**config.mk**
```make
export PLATFORM = sky130hd
export DESIGN_NAME = tdma_slot_allocator
export DESIGN_NICKNAME = d
export VERILOG_FILES = /design/src/tsa_pkg.sv /design/src/tsa_ram.sv /design/src/tsa_front.sv /design/src/tsa_divider.sv /design/src/tsa_back.sv /design/src/tdma_slot_allocator.sv
export SDC_FILE = /design/constraint.sdc
export NUM_CORES = 1
export LEC_CHECK = 0
export ABC_AREA = 0
export BUFFER_PORTS_ARGS = -buffer_cell sky130_fd_sc_hd__buf_4
export CORE_UTILIZATION = 55
export DETAILED_ROUTE_END_ITERATION = 10
export MAX_ROUTING_LAYER = met4
export PLACE_DENSITY = 0.74
export REMOVE_ABC_BUFFERS = 1
export SYNTH_ARGS = -nofsm -noshare
export SYNTH_HDL_FRONTEND = slang
export SYNTH_SLANG_ARGS = --single-unit
```
**constraint.sdc**
```tcl
create_clock -name clk -period 6.1 [get_ports clk]
set_input_delay 1.22 -clock clk [delete_from_list [all_inputs] [get_ports clk]]
set_output_delay 1.22 -clock clk [all_outputs]
set_load 0.05 [all_outputs]
```
**src/tsa_pkg.sv**
```systemverilog
`default_nettype none
package tsa_pkg;

	localparam int SLOT_W      = 12;
	localparam int HOST_W      = 8;
	localparam int QUEUE_DEPTH = 16;
	localparam int CFG_IDX_W   = 1;

	localparam logic [SLOT_W-1:0] FRAME_SLOTS_RST   = 12'd64;
	localparam logic [SLOT_W-1:0] REQUEST_SLOTS_RST = 12'd8;

	localparam logic [CFG_IDX_W-1:0] CFG_FRAME_SLOTS   = 1'd0;
	localparam logic [CFG_IDX_W-1:0] CFG_REQUEST_SLOTS = 1'd1;

	localparam logic FUNC_REQUEST = 1'b0;
	localparam logic FUNC_TICK    = 1'b1;

	typedef struct packed {
		logic              tick;
		logic [HOST_W-1:0] host;
	} cmd_t;

	typedef struct packed {
		logic [SLOT_W-1:0] slot_count;
		logic [SLOT_W-1:0] slot_start;
		logic [HOST_W-1:0] grant_host;
	} grant_t;

	typedef enum logic [1:0] {
		ST_IDLE,
		ST_DIV,
		ST_READ,
		ST_EMIT
	} back_state_t;

endpackage
`default_nettype wire

```
**src/tsa_ram.sv**
```systemverilog
`default_nettype none
module tsa_ram #(
	parameter int WIDTH = 8,
	parameter int DEPTH = 16,
	parameter int ADDR_W = (DEPTH > 1) ? $clog2(DEPTH) : 1
) (
	input  wire logic              clk,
	input  wire logic              we,
	input  wire logic [ADDR_W-1:0] waddr,
	input  wire logic [WIDTH-1:0]  wdata,
	input  wire logic [ADDR_W-1:0] raddr,
	output logic      [WIDTH-1:0]  rdata
);

	logic [WIDTH-1:0] mem_q [DEPTH];

	always_ff @(posedge clk) begin
		if (we) begin
			mem_q[waddr] <= wdata;
		end
		rdata <= mem_q[raddr];
	end

endmodule
`default_nettype wire

```
**src/tsa_front.sv**
```systemverilog
`default_nettype none
module tsa_front (
	input  wire logic                      clk,
	input  wire logic                      arst_n,
	input  wire logic                      in_valid,
	output logic                           in_ready,
	input  wire logic                      in_func,
	input  wire logic [tsa_pkg::HOST_W-1:0] in_host,
	output logic                           cmd_valid,
	output tsa_pkg::cmd_t                  cmd,
	input  wire logic                      cmd_pop
);

	tsa_pkg::cmd_t fifo_q [2];
	logic          wr_ptr_q;
	logic          rd_ptr_q;
	logic [1:0]    count_q;
	logic          push;
	logic          pop;

	assign in_ready  = (count_q != 2'd2);
	assign cmd_valid = (count_q != 2'd0);
	assign cmd       = fifo_q[rd_ptr_q];
	assign push      = in_valid && in_ready;
	assign pop       = cmd_pop && cmd_valid;

	always_ff @(posedge clk) begin
		if (push) begin
			fifo_q[wr_ptr_q].tick <= (in_func == tsa_pkg::FUNC_TICK);
			fifo_q[wr_ptr_q].host <= in_host;
		end
	end

	always_ff @(posedge clk or negedge arst_n) begin
		if (!arst_n) begin
			wr_ptr_q <= 1'b0;
			rd_ptr_q <= 1'b0;
			count_q  <= 2'd0;
		end else begin
			if (push) begin
				wr_ptr_q <= ~wr_ptr_q;
			end
			if (pop) begin
				rd_ptr_q <= ~rd_ptr_q;
			end
			if (push && !pop) begin
				count_q <= count_q + 2'd1;
			end else if (pop && !push) begin
				count_q <= count_q - 2'd1;
			end
		end
	end

endmodule
`default_nettype wire

```
**src/tsa_divider.sv**
```systemverilog
`default_nettype none
module tsa_divider #(
	parameter int DIV_W = 5
) (
	input  wire logic                       clk,
	input  wire logic                       arst_n,
	input  wire logic                       start,
	input  wire logic [tsa_pkg::SLOT_W-1:0] dividend,
	input  wire logic [DIV_W-1:0]           divisor,
	output logic                            done,
	output logic      [tsa_pkg::SLOT_W-1:0] quotient,
	output logic      [DIV_W-1:0]           remainder
);

	localparam int STEP_W = $clog2(tsa_pkg::SLOT_W);
	localparam logic [STEP_W-1:0] LAST_STEP = STEP_W'(tsa_pkg::SLOT_W - 1);

	logic                       busy_q;
	logic                       done_q;
	logic [STEP_W-1:0]          step_q;
	logic [tsa_pkg::SLOT_W-1:0] quo_q;
	logic [DIV_W-1:0]           rem_q;
	logic [DIV_W-1:0]           dsr_q;
	logic [DIV_W:0]             trial;
	logic                       fits;

	// restoring division, one quotient bit per cycle
	assign trial = {rem_q, quo_q[tsa_pkg::SLOT_W-1]};
	assign fits  = (trial >= {1'b0, dsr_q});

	assign done      = done_q;
	assign quotient  = quo_q;
	assign remainder = rem_q;

	always_ff @(posedge clk) begin
		if (start) begin
			quo_q <= dividend;
			rem_q <= '0;
			dsr_q <= divisor;
		end else if (busy_q) begin
			if (fits) begin
				rem_q <= DIV_W'(trial - {1'b0, dsr_q});
			end else begin
				rem_q <= trial[DIV_W-1:0];
			end
			quo_q <= {quo_q[tsa_pkg::SLOT_W-2:0], fits};
		end
	end

	always_ff @(posedge clk or negedge arst_n) begin
		if (!arst_n) begin
			busy_q <= 1'b0;
			done_q <= 1'b0;
			step_q <= '0;
		end else begin
			done_q <= 1'b0;
			if (start) begin
				busy_q <= 1'b1;
				step_q <= '0;
			end else if (busy_q) begin
				step_q <= step_q + 1'b1;
				if (step_q == LAST_STEP) begin
					busy_q <= 1'b0;
					done_q <= 1'b1;
				end
			end
		end
	end

endmodule
`default_nettype wire

```
**src/tsa_back.sv**
```systemverilog
`default_nettype none
module tsa_back #(
	parameter int QUEUE_DEPTH = tsa_pkg::QUEUE_DEPTH
) (
	input  wire logic                       clk,
	input  wire logic                       arst_n,
	input  wire logic [tsa_pkg::SLOT_W-1:0] frame_slots,
	input  wire logic [tsa_pkg::SLOT_W-1:0] request_slots,
	input  wire logic                       cmd_valid,
	input  wire tsa_pkg::cmd_t              cmd,
	output logic                            cmd_pop,
	output logic                            out_valid,
	input  wire logic                       out_ready,
	output tsa_pkg::grant_t                 out_grant,
	output logic                            out_last
);

	localparam int CNT_W = $clog2(QUEUE_DEPTH + 1);
	localparam int IDX_W = (QUEUE_DEPTH > 1) ? $clog2(QUEUE_DEPTH) : 1;
	localparam logic [CNT_W-1:0] DEPTH_C = CNT_W'(QUEUE_DEPTH);

	tsa_pkg::back_state_t state_q, state_d;

	logic [CNT_W-1:0]           cnt_q;
	logic [IDX_W-1:0]           idx_q;
	logic [tsa_pkg::SLOT_W-1:0] pos_q;
	logic                       out_valid_q;
	tsa_pkg::grant_t            grant_q;
	logic                       last_q;

	logic                       ram_we;
	logic [tsa_pkg::HOST_W-1:0] ram_rdata;
	logic                       div_start;
	logic                       div_done;
	logic [tsa_pkg::SLOT_W-1:0] share;
	logic [CNT_W-1:0]           extra;
	logic [tsa_pkg::SLOT_W-1:0] data_slots;
	logic                       out_free;
	logic                       emit;
	logic                       is_last;
	logic [tsa_pkg::SLOT_W-1:0] grant_cnt;

	assign data_slots = (frame_slots > request_slots) ? (frame_slots - request_slots) : '0;
	assign out_free   = !out_valid_q || out_ready;
	assign is_last    = (CNT_W'(idx_q) + 1'b1 == cnt_q);
	assign grant_cnt  = share + {{(tsa_pkg::SLOT_W-1){1'b0}}, (CNT_W'(idx_q) < extra)};

	assign out_valid = out_valid_q;
	assign out_grant = grant_q;
	assign out_last  = last_q;

	tsa_ram #(
		.WIDTH (tsa_pkg::HOST_W),
		.DEPTH (QUEUE_DEPTH)
	) u_queue (
		.clk   (clk),
		.we    (ram_we),
		.waddr (cnt_q[IDX_W-1:0]),
		.wdata (cmd.host),
		.raddr (idx_q),
		.rdata (ram_rdata)
	);

	tsa_divider #(
		.DIV_W (CNT_W)
	) u_div (
		.clk       (clk),
		.arst_n    (arst_n),
		.start     (div_start),
		.dividend  (data_slots),
		.divisor   (cnt_q),
		.done      (div_done),
		.quotient  (share),
		.remainder (extra)
	);

	always_comb begin
		state_d   = state_q;
		cmd_pop   = 1'b0;
		ram_we    = 1'b0;
		div_start = 1'b0;
		emit      = 1'b0;
		case (state_q)
			tsa_pkg::ST_IDLE: begin
				if (cmd_valid) begin
					cmd_pop = 1'b1;
					if (!cmd.tick) begin
						ram_we = (cnt_q < DEPTH_C);
					end else if (cnt_q != '0) begin
						div_start = 1'b1;
						state_d   = tsa_pkg::ST_DIV;
					end
				end
			end
			tsa_pkg::ST_DIV: begin
				if (div_done) begin
					state_d = tsa_pkg::ST_READ;
				end
			end
			tsa_pkg::ST_READ: begin
				state_d = tsa_pkg::ST_EMIT;
			end
			tsa_pkg::ST_EMIT: begin
				if (out_free) begin
					emit    = 1'b1;
					state_d = is_last ? tsa_pkg::ST_IDLE : tsa_pkg::ST_READ;
				end
			end
			default: begin
				state_d = tsa_pkg::ST_IDLE;
			end
		endcase
	end

	always_ff @(posedge clk) begin
		if (div_start) begin
			pos_q <= request_slots;
		end else if (emit) begin
			pos_q <= pos_q + grant_cnt;
		end
		if (emit) begin
			grant_q.grant_host <= ram_rdata;
			grant_q.slot_start <= pos_q;
			grant_q.slot_count <= grant_cnt;
			last_q             <= is_last;
		end
	end

	always_ff @(posedge clk or negedge arst_n) begin
		if (!arst_n) begin
			state_q     <= tsa_pkg::ST_IDLE;
			cnt_q       <= '0;
			idx_q       <= '0;
			out_valid_q <= 1'b0;
		end else begin
			state_q <= state_d;
			if (ram_we) begin
				cnt_q <= cnt_q + 1'b1;
			end else if (emit && is_last) begin
				cnt_q <= '0;
			end
			if (div_start || (emit && is_last)) begin
				idx_q <= '0;
			end else if (emit) begin
				idx_q <= idx_q + 1'b1;
			end
			if (emit) begin
				out_valid_q <= 1'b1;
			end else if (out_ready) begin
				out_valid_q <= 1'b0;
			end
		end
	end

endmodule
`default_nettype wire

```
**src/tdma_slot_allocator.sv**
```systemverilog
// TDMA slot allocator.
// Input stream: s_tuser = 0 queues the host in s_tdata, s_tuser = 1 is a frame tick.
// On a tick the data slots (frame_slots - request_slots, floored at zero) are shared
// among the queued hosts in arrival order; the first (remainder) hosts get one more.
// One grant word per host leaves on the output stream, m_tlast on the final one,
// and the queue is then emptied. A tick with an empty queue gives no words.
// Requests beyond QUEUE_DEPTH queued hosts are dropped.
// Requests: one word per cycle sustained while the back end is idle, through a two-entry command queue.
// Tick: dispatch, then the bit-serial divider (12 quotient bits, one per cycle, then
// done), then per grant a queue RAM read and an output register load.
// A stalled output holds its word; the back end waits, the command queue fills,
// and s_tready drops once it is full.
// Reset: frame_slots = 64, request_slots = 8, queue empty, output idle.
// cfg_we writes register cfg_index (0 frame_slots, 1 request_slots); the user
// must write only while idle, as the block itself does not enforce it.
`default_nettype none
module tdma_slot_allocator #(
	parameter int QUEUE_DEPTH = tsa_pkg::QUEUE_DEPTH
) (
	input  wire logic                          clk,
	input  wire logic                          arst_n,
	input  wire logic                          cfg_we,
	input  wire logic [tsa_pkg::CFG_IDX_W-1:0] cfg_index,
	input  wire logic [tsa_pkg::SLOT_W-1:0]    cfg_data,
	input  wire logic                          s_tvalid,
	output logic                               s_tready,
	input  wire logic [7:0]                    s_tdata,  // host_id
	input  wire logic                          s_tuser,  // func
	output logic                               m_tvalid,
	input  wire logic                          m_tready,
	output logic      [31:0]                   m_tdata,  // grant_host, slot_start, slot_count
	output logic                               m_tlast
);

	logic [tsa_pkg::SLOT_W-1:0] frame_slots_q;
	logic [tsa_pkg::SLOT_W-1:0] request_slots_q;
	logic                       cmd_valid;
	tsa_pkg::cmd_t              cmd;
	logic                       cmd_pop;
	tsa_pkg::grant_t            grant;

	always_ff @(posedge clk or negedge arst_n) begin
		if (!arst_n) begin
			frame_slots_q   <= tsa_pkg::FRAME_SLOTS_RST;
			request_slots_q <= tsa_pkg::REQUEST_SLOTS_RST;
		end else if (cfg_we) begin
			case (cfg_index)
				tsa_pkg::CFG_FRAME_SLOTS:   frame_slots_q   <= cfg_data;
				tsa_pkg::CFG_REQUEST_SLOTS: request_slots_q <= cfg_data;
				default: ;
			endcase
		end
	end

	tsa_front u_front (
		.clk       (clk),
		.arst_n    (arst_n),
		.in_valid  (s_tvalid),
		.in_ready  (s_tready),
		.in_func   (s_tuser),
		.in_host   (s_tdata),
		.cmd_valid (cmd_valid),
		.cmd       (cmd),
		.cmd_pop   (cmd_pop)
	);

	tsa_back #(
		.QUEUE_DEPTH (QUEUE_DEPTH)
	) u_back (
		.clk           (clk),
		.arst_n        (arst_n),
		.frame_slots   (frame_slots_q),
		.request_slots (request_slots_q),
		.cmd_valid     (cmd_valid),
		.cmd           (cmd),
		.cmd_pop       (cmd_pop),
		.out_valid     (m_tvalid),
		.out_ready     (m_tready),
		.out_grant     (grant),
		.out_last      (m_tlast)
	);

	assign m_tdata = grant;

endmodule
`default_nettype wire

```
==> results.json <==
{
  "synth_edf_count": 208,
  "nNetsFinal": 888,
  "cts-root-buf": "clkbuf_16",
  "gp_congestion": 0.917,
  "cts_resized": 0,
  "final.period_utilization": 0.681,
  "cp-startpoint": "u_back.idx_q[2]",
  "yosysMostFrequentCell": "edfxtp_1",
  "num_vias": 6616,
  "critPathLaunchType": "flip-flop",
  "slew_viol_final": 0,
  "ioPinCount": 62,
  "timing.rr.end": "u_back.pos_q[10]",
  "synth-simple-area-share": 0.0628,
  "synthXorXnorAreaFrac": 0.0323,
  "antennaDiodeCount": 0,
  "synth_top_family_by_area": "multiplexers",
  "syn_avg_cell_area_um2": 15.6,
  "final_hold_viol_count": 0,
  "path_clk_slew_ns": 0.06,
  "ys_types": 60,
  "grt_pass1_wl_um": 36400,
  "area_growth_pct": 13.1,
  "antenna_found_initial": 0,
  "clock_latency_ns": 0.53,
  "cts_max_level": 1,
  "relSlewSlack": 0.189,
  "synthArstFlopShare": 0.172,
  "port_buffers": 61,
  "cpMaxStageDelayCell": "dfrtp_1",
  "p_per_area_nw_per_um2": 416,
  "post_cts_buffers": 0,
  "num_rows": 52,
  "dieWidth_um": 148,
  "finalSetupViolCount": 0,
  "grt_max_degree": 47,
  "initial_core_util": 0.568,
  "peakVddDrop_mv": 0.272,
  "cts.path.max_buffers": 3,
  "status": "complete, no violations",
  "synth_common_cells": "edfxtp_1, dfrtp_1, nor2_1, ha_1, mux4_2",
  "drc": 0,
  "rsz0062_at_grt": "false",
  "grt_pass1_vias": 6718,
  "crit_end": "u_back.pos_q[10]",
  "drt-pass1-iter-count": 5,
  "fp.coreArea_um2": 20500,
  "ys_seq_area_frac": 0.657,
  "grt_overflow": 0,
  "worstSetupEndpointType": "flip-flop",
  "avgRoutedWirePerCell_um": 20.8,
  "synth_top_area_cell": "edfxtp_1",
  "worst_pin_slew_ns": 1.21,
  "cellLeakagePower_nw": 4.82,
  "drv_cap": 0,
  "ctsHoldBuffers": 0,
  "vias_per_cell": 5.97,
  "tns_ns": 0,
  "r2r_cells": 16,
  "synth_cells": 745,
  "synthFlopType": "edfxtp_1",
  "track_usage": 0.227,
  "clkSinkCount": 267,
  "dieArea_um2": 21800,
  "fin_skew_ns": 0.0112,
  "initialDrtViolationCount": 607,
  "die_height_um": 148,
  "path_cells": "ha_1, a21o_1, a21oi_1, or2_2, ha_1, ha_1, and3_1, nand3_1, xnor2_1, ha_1, a21o_1, a21oi_1, o21ai_0, nand2_1, xor2_1, o21ai_0",
  "fillCellCount": 1433,
  "ys_ff_latch": 267,
  "hold_path_class": "reg2reg",
  "drive_gt1_frac": 0.232,
  "synth_top_area_share": 0.536,
  "cts_buffers": 27,
  "dp_hpwl_um": 15300,
  "hp-start": "u_back.u_queue.rdata[6]",
  "cp.required_ns": 6.35,
  "synthMuxAreaShare": 0.112,
  "route.antenna.remaining_nets": 0,
  "worstReg2RegStart": "u_back.idx_q[2]",
  "ys_warn_count": 0,
  "critPathArrivalTime_ns": 4.41,
  "rrSetupSlack_ns": 1.94,
  "fmax_ghz": 0.241,
  "synth_compound_area_frac": 0.0625,
  "synth_area_um2": 11700,
  "slowest_delay_ns": 0.74,
  "whs_ns": 0.405,
  "synth-adder-area-share": 0.0490,
  "crit_fanout": 15,
  "crit_top_cell": "ha_1",
  "synth.area.top_cells": "edfxtp_1, dfrtp_1, mux4_2, ha_1, mux2_2",
  "finalCriticalPeriod_ns": 4.16,
  "path_class": "reg2reg",
  "drt_wl_total_um": 23000,
  "cts_tree": "built"
}
-- layout by cell type, fill, tap and decap left out, types with 27 or more instances in the layout --
master,netlist,final
a21oi_1,27,27
buf_4,2,70
clkbuf_16,0,27
dfrtp_1,44,43
edfxtp_1,208,208
ha_1,40,40
inv_1,34,34
mux2_2,32,32
mux4_2,40,40
nand2_1,31,31
nor2_1,44,44
-- critical path, delay by kind of cell, from the launching register on --
| kind | cells | cell delay, ns |
|---|---|---|
| DFF | 1 | 0.74 |
| and+or+nand+nor | 4 | 0.56 |
| xor gates and xnor gates | 2 | 0.39 |
| adders and majority gates | 4 | 1.21 |
| AOI/OAI and AO/OA | 6 | 0.98 |
-- how the worst min path moves through the flow --
stage	slack (ns)	endpoint	cells after the start
global placement	0.39	u_back.out_grant[1]	0
floorplan	0.39	u_back.out_grant[0]	0
finish	0.41	u_back.out_grant[6]	0
global route	0.41	u_back.out_grant[3]	0
CTS	0.41	u_back.out_grant[6]	0
detailed placement	0.39	u_back.out_grant[6]	0
-- logic make-up (layout without fill, tap and decap cells) --
| group | count (synthesis) | count (layout) |
|---|---|---|
| AND/OR/NAND/NOR | 146 | 146 |
| flip-flops | 267 | 267 |
| adder cells (fa/ha/maj) | 44 | 44 |
| buffers and inverters | 61 | 154 |
| XOR/XNOR | 43 | 43 |
| AO/OA/AOI/OAI | 108 | 108 |
| multiplexers | 76 | 76 |
-- through the flow --
step	worst slack, ns	std cells	instance area, um^2	power [W]	util
4_1_cts	1.98	1108	13200	0.00551	0.643
3_3_place_gp	2.26	1059	12400	0.00394	0.604
3_5_place_dp	2.05	1059	12400	0.00400	0.604
6_report	1.94	1108	13200	0.00548	0.643
2_1_floorplan	1.69	719	11500	0.00358	-
5_1_grt	1.66	1108	13200	0.00573	0.643
-- cell type report --
class,count,area [um^2],area share
clock inverter,16,108,0.00817
inverter,35,133,0.0101
timing repair buffer,70,526,0.0399
tap,270,338,0.0256
clock buffer,33,698,0.0530
sequential,267,7660,0.581
multi-input combinational,417,3710,0.282
-- per-layer routing --
layer  up-vias  wire (um)  GRT usage
li1       2997          -          -
met4         0        569     0.0665
met5         -          0          -
met1      3354       9750      0.301
met3        42       1330     0.0349
met2       223      11400      0.365
-- state kept, by name, indices dropped and copies added (netlist names) --
register / cells
u_back.u_div.quotient: 12
u_back.u_queue.mem_q: 128
u_back.u_div.dsr_q: 5
u_back.out_valid: 1
u_back.u_queue.rdata: 8
u_back.out_grant: 32
u_back.u_div.step_q: 4
u_front.rd_ptr_q: 1
u_front.count_q: 2
request_slots_q: 12
u_back.pos_q: 12
u_front.fifo_q: 18
u_back.u_div.done: 1
u_back.idx_q: 4
u_back.out_last: 1
frame_slots_q: 12
u_back.u_div.busy_q: 1
u_back.state_q: 2
u_front.wr_ptr_q: 1
u_back.cnt_q: 5
u_back.u_div.remainder: 5
-- power by group --
group,internal (W),switching (W)
Sequential,0.00228,0.000119
Combinational,0.000660,0.000914
Clock,0.000854,0.000655
Total,0.00379,0.00169
No activity file was read; power rests on OpenSTA's default activity.
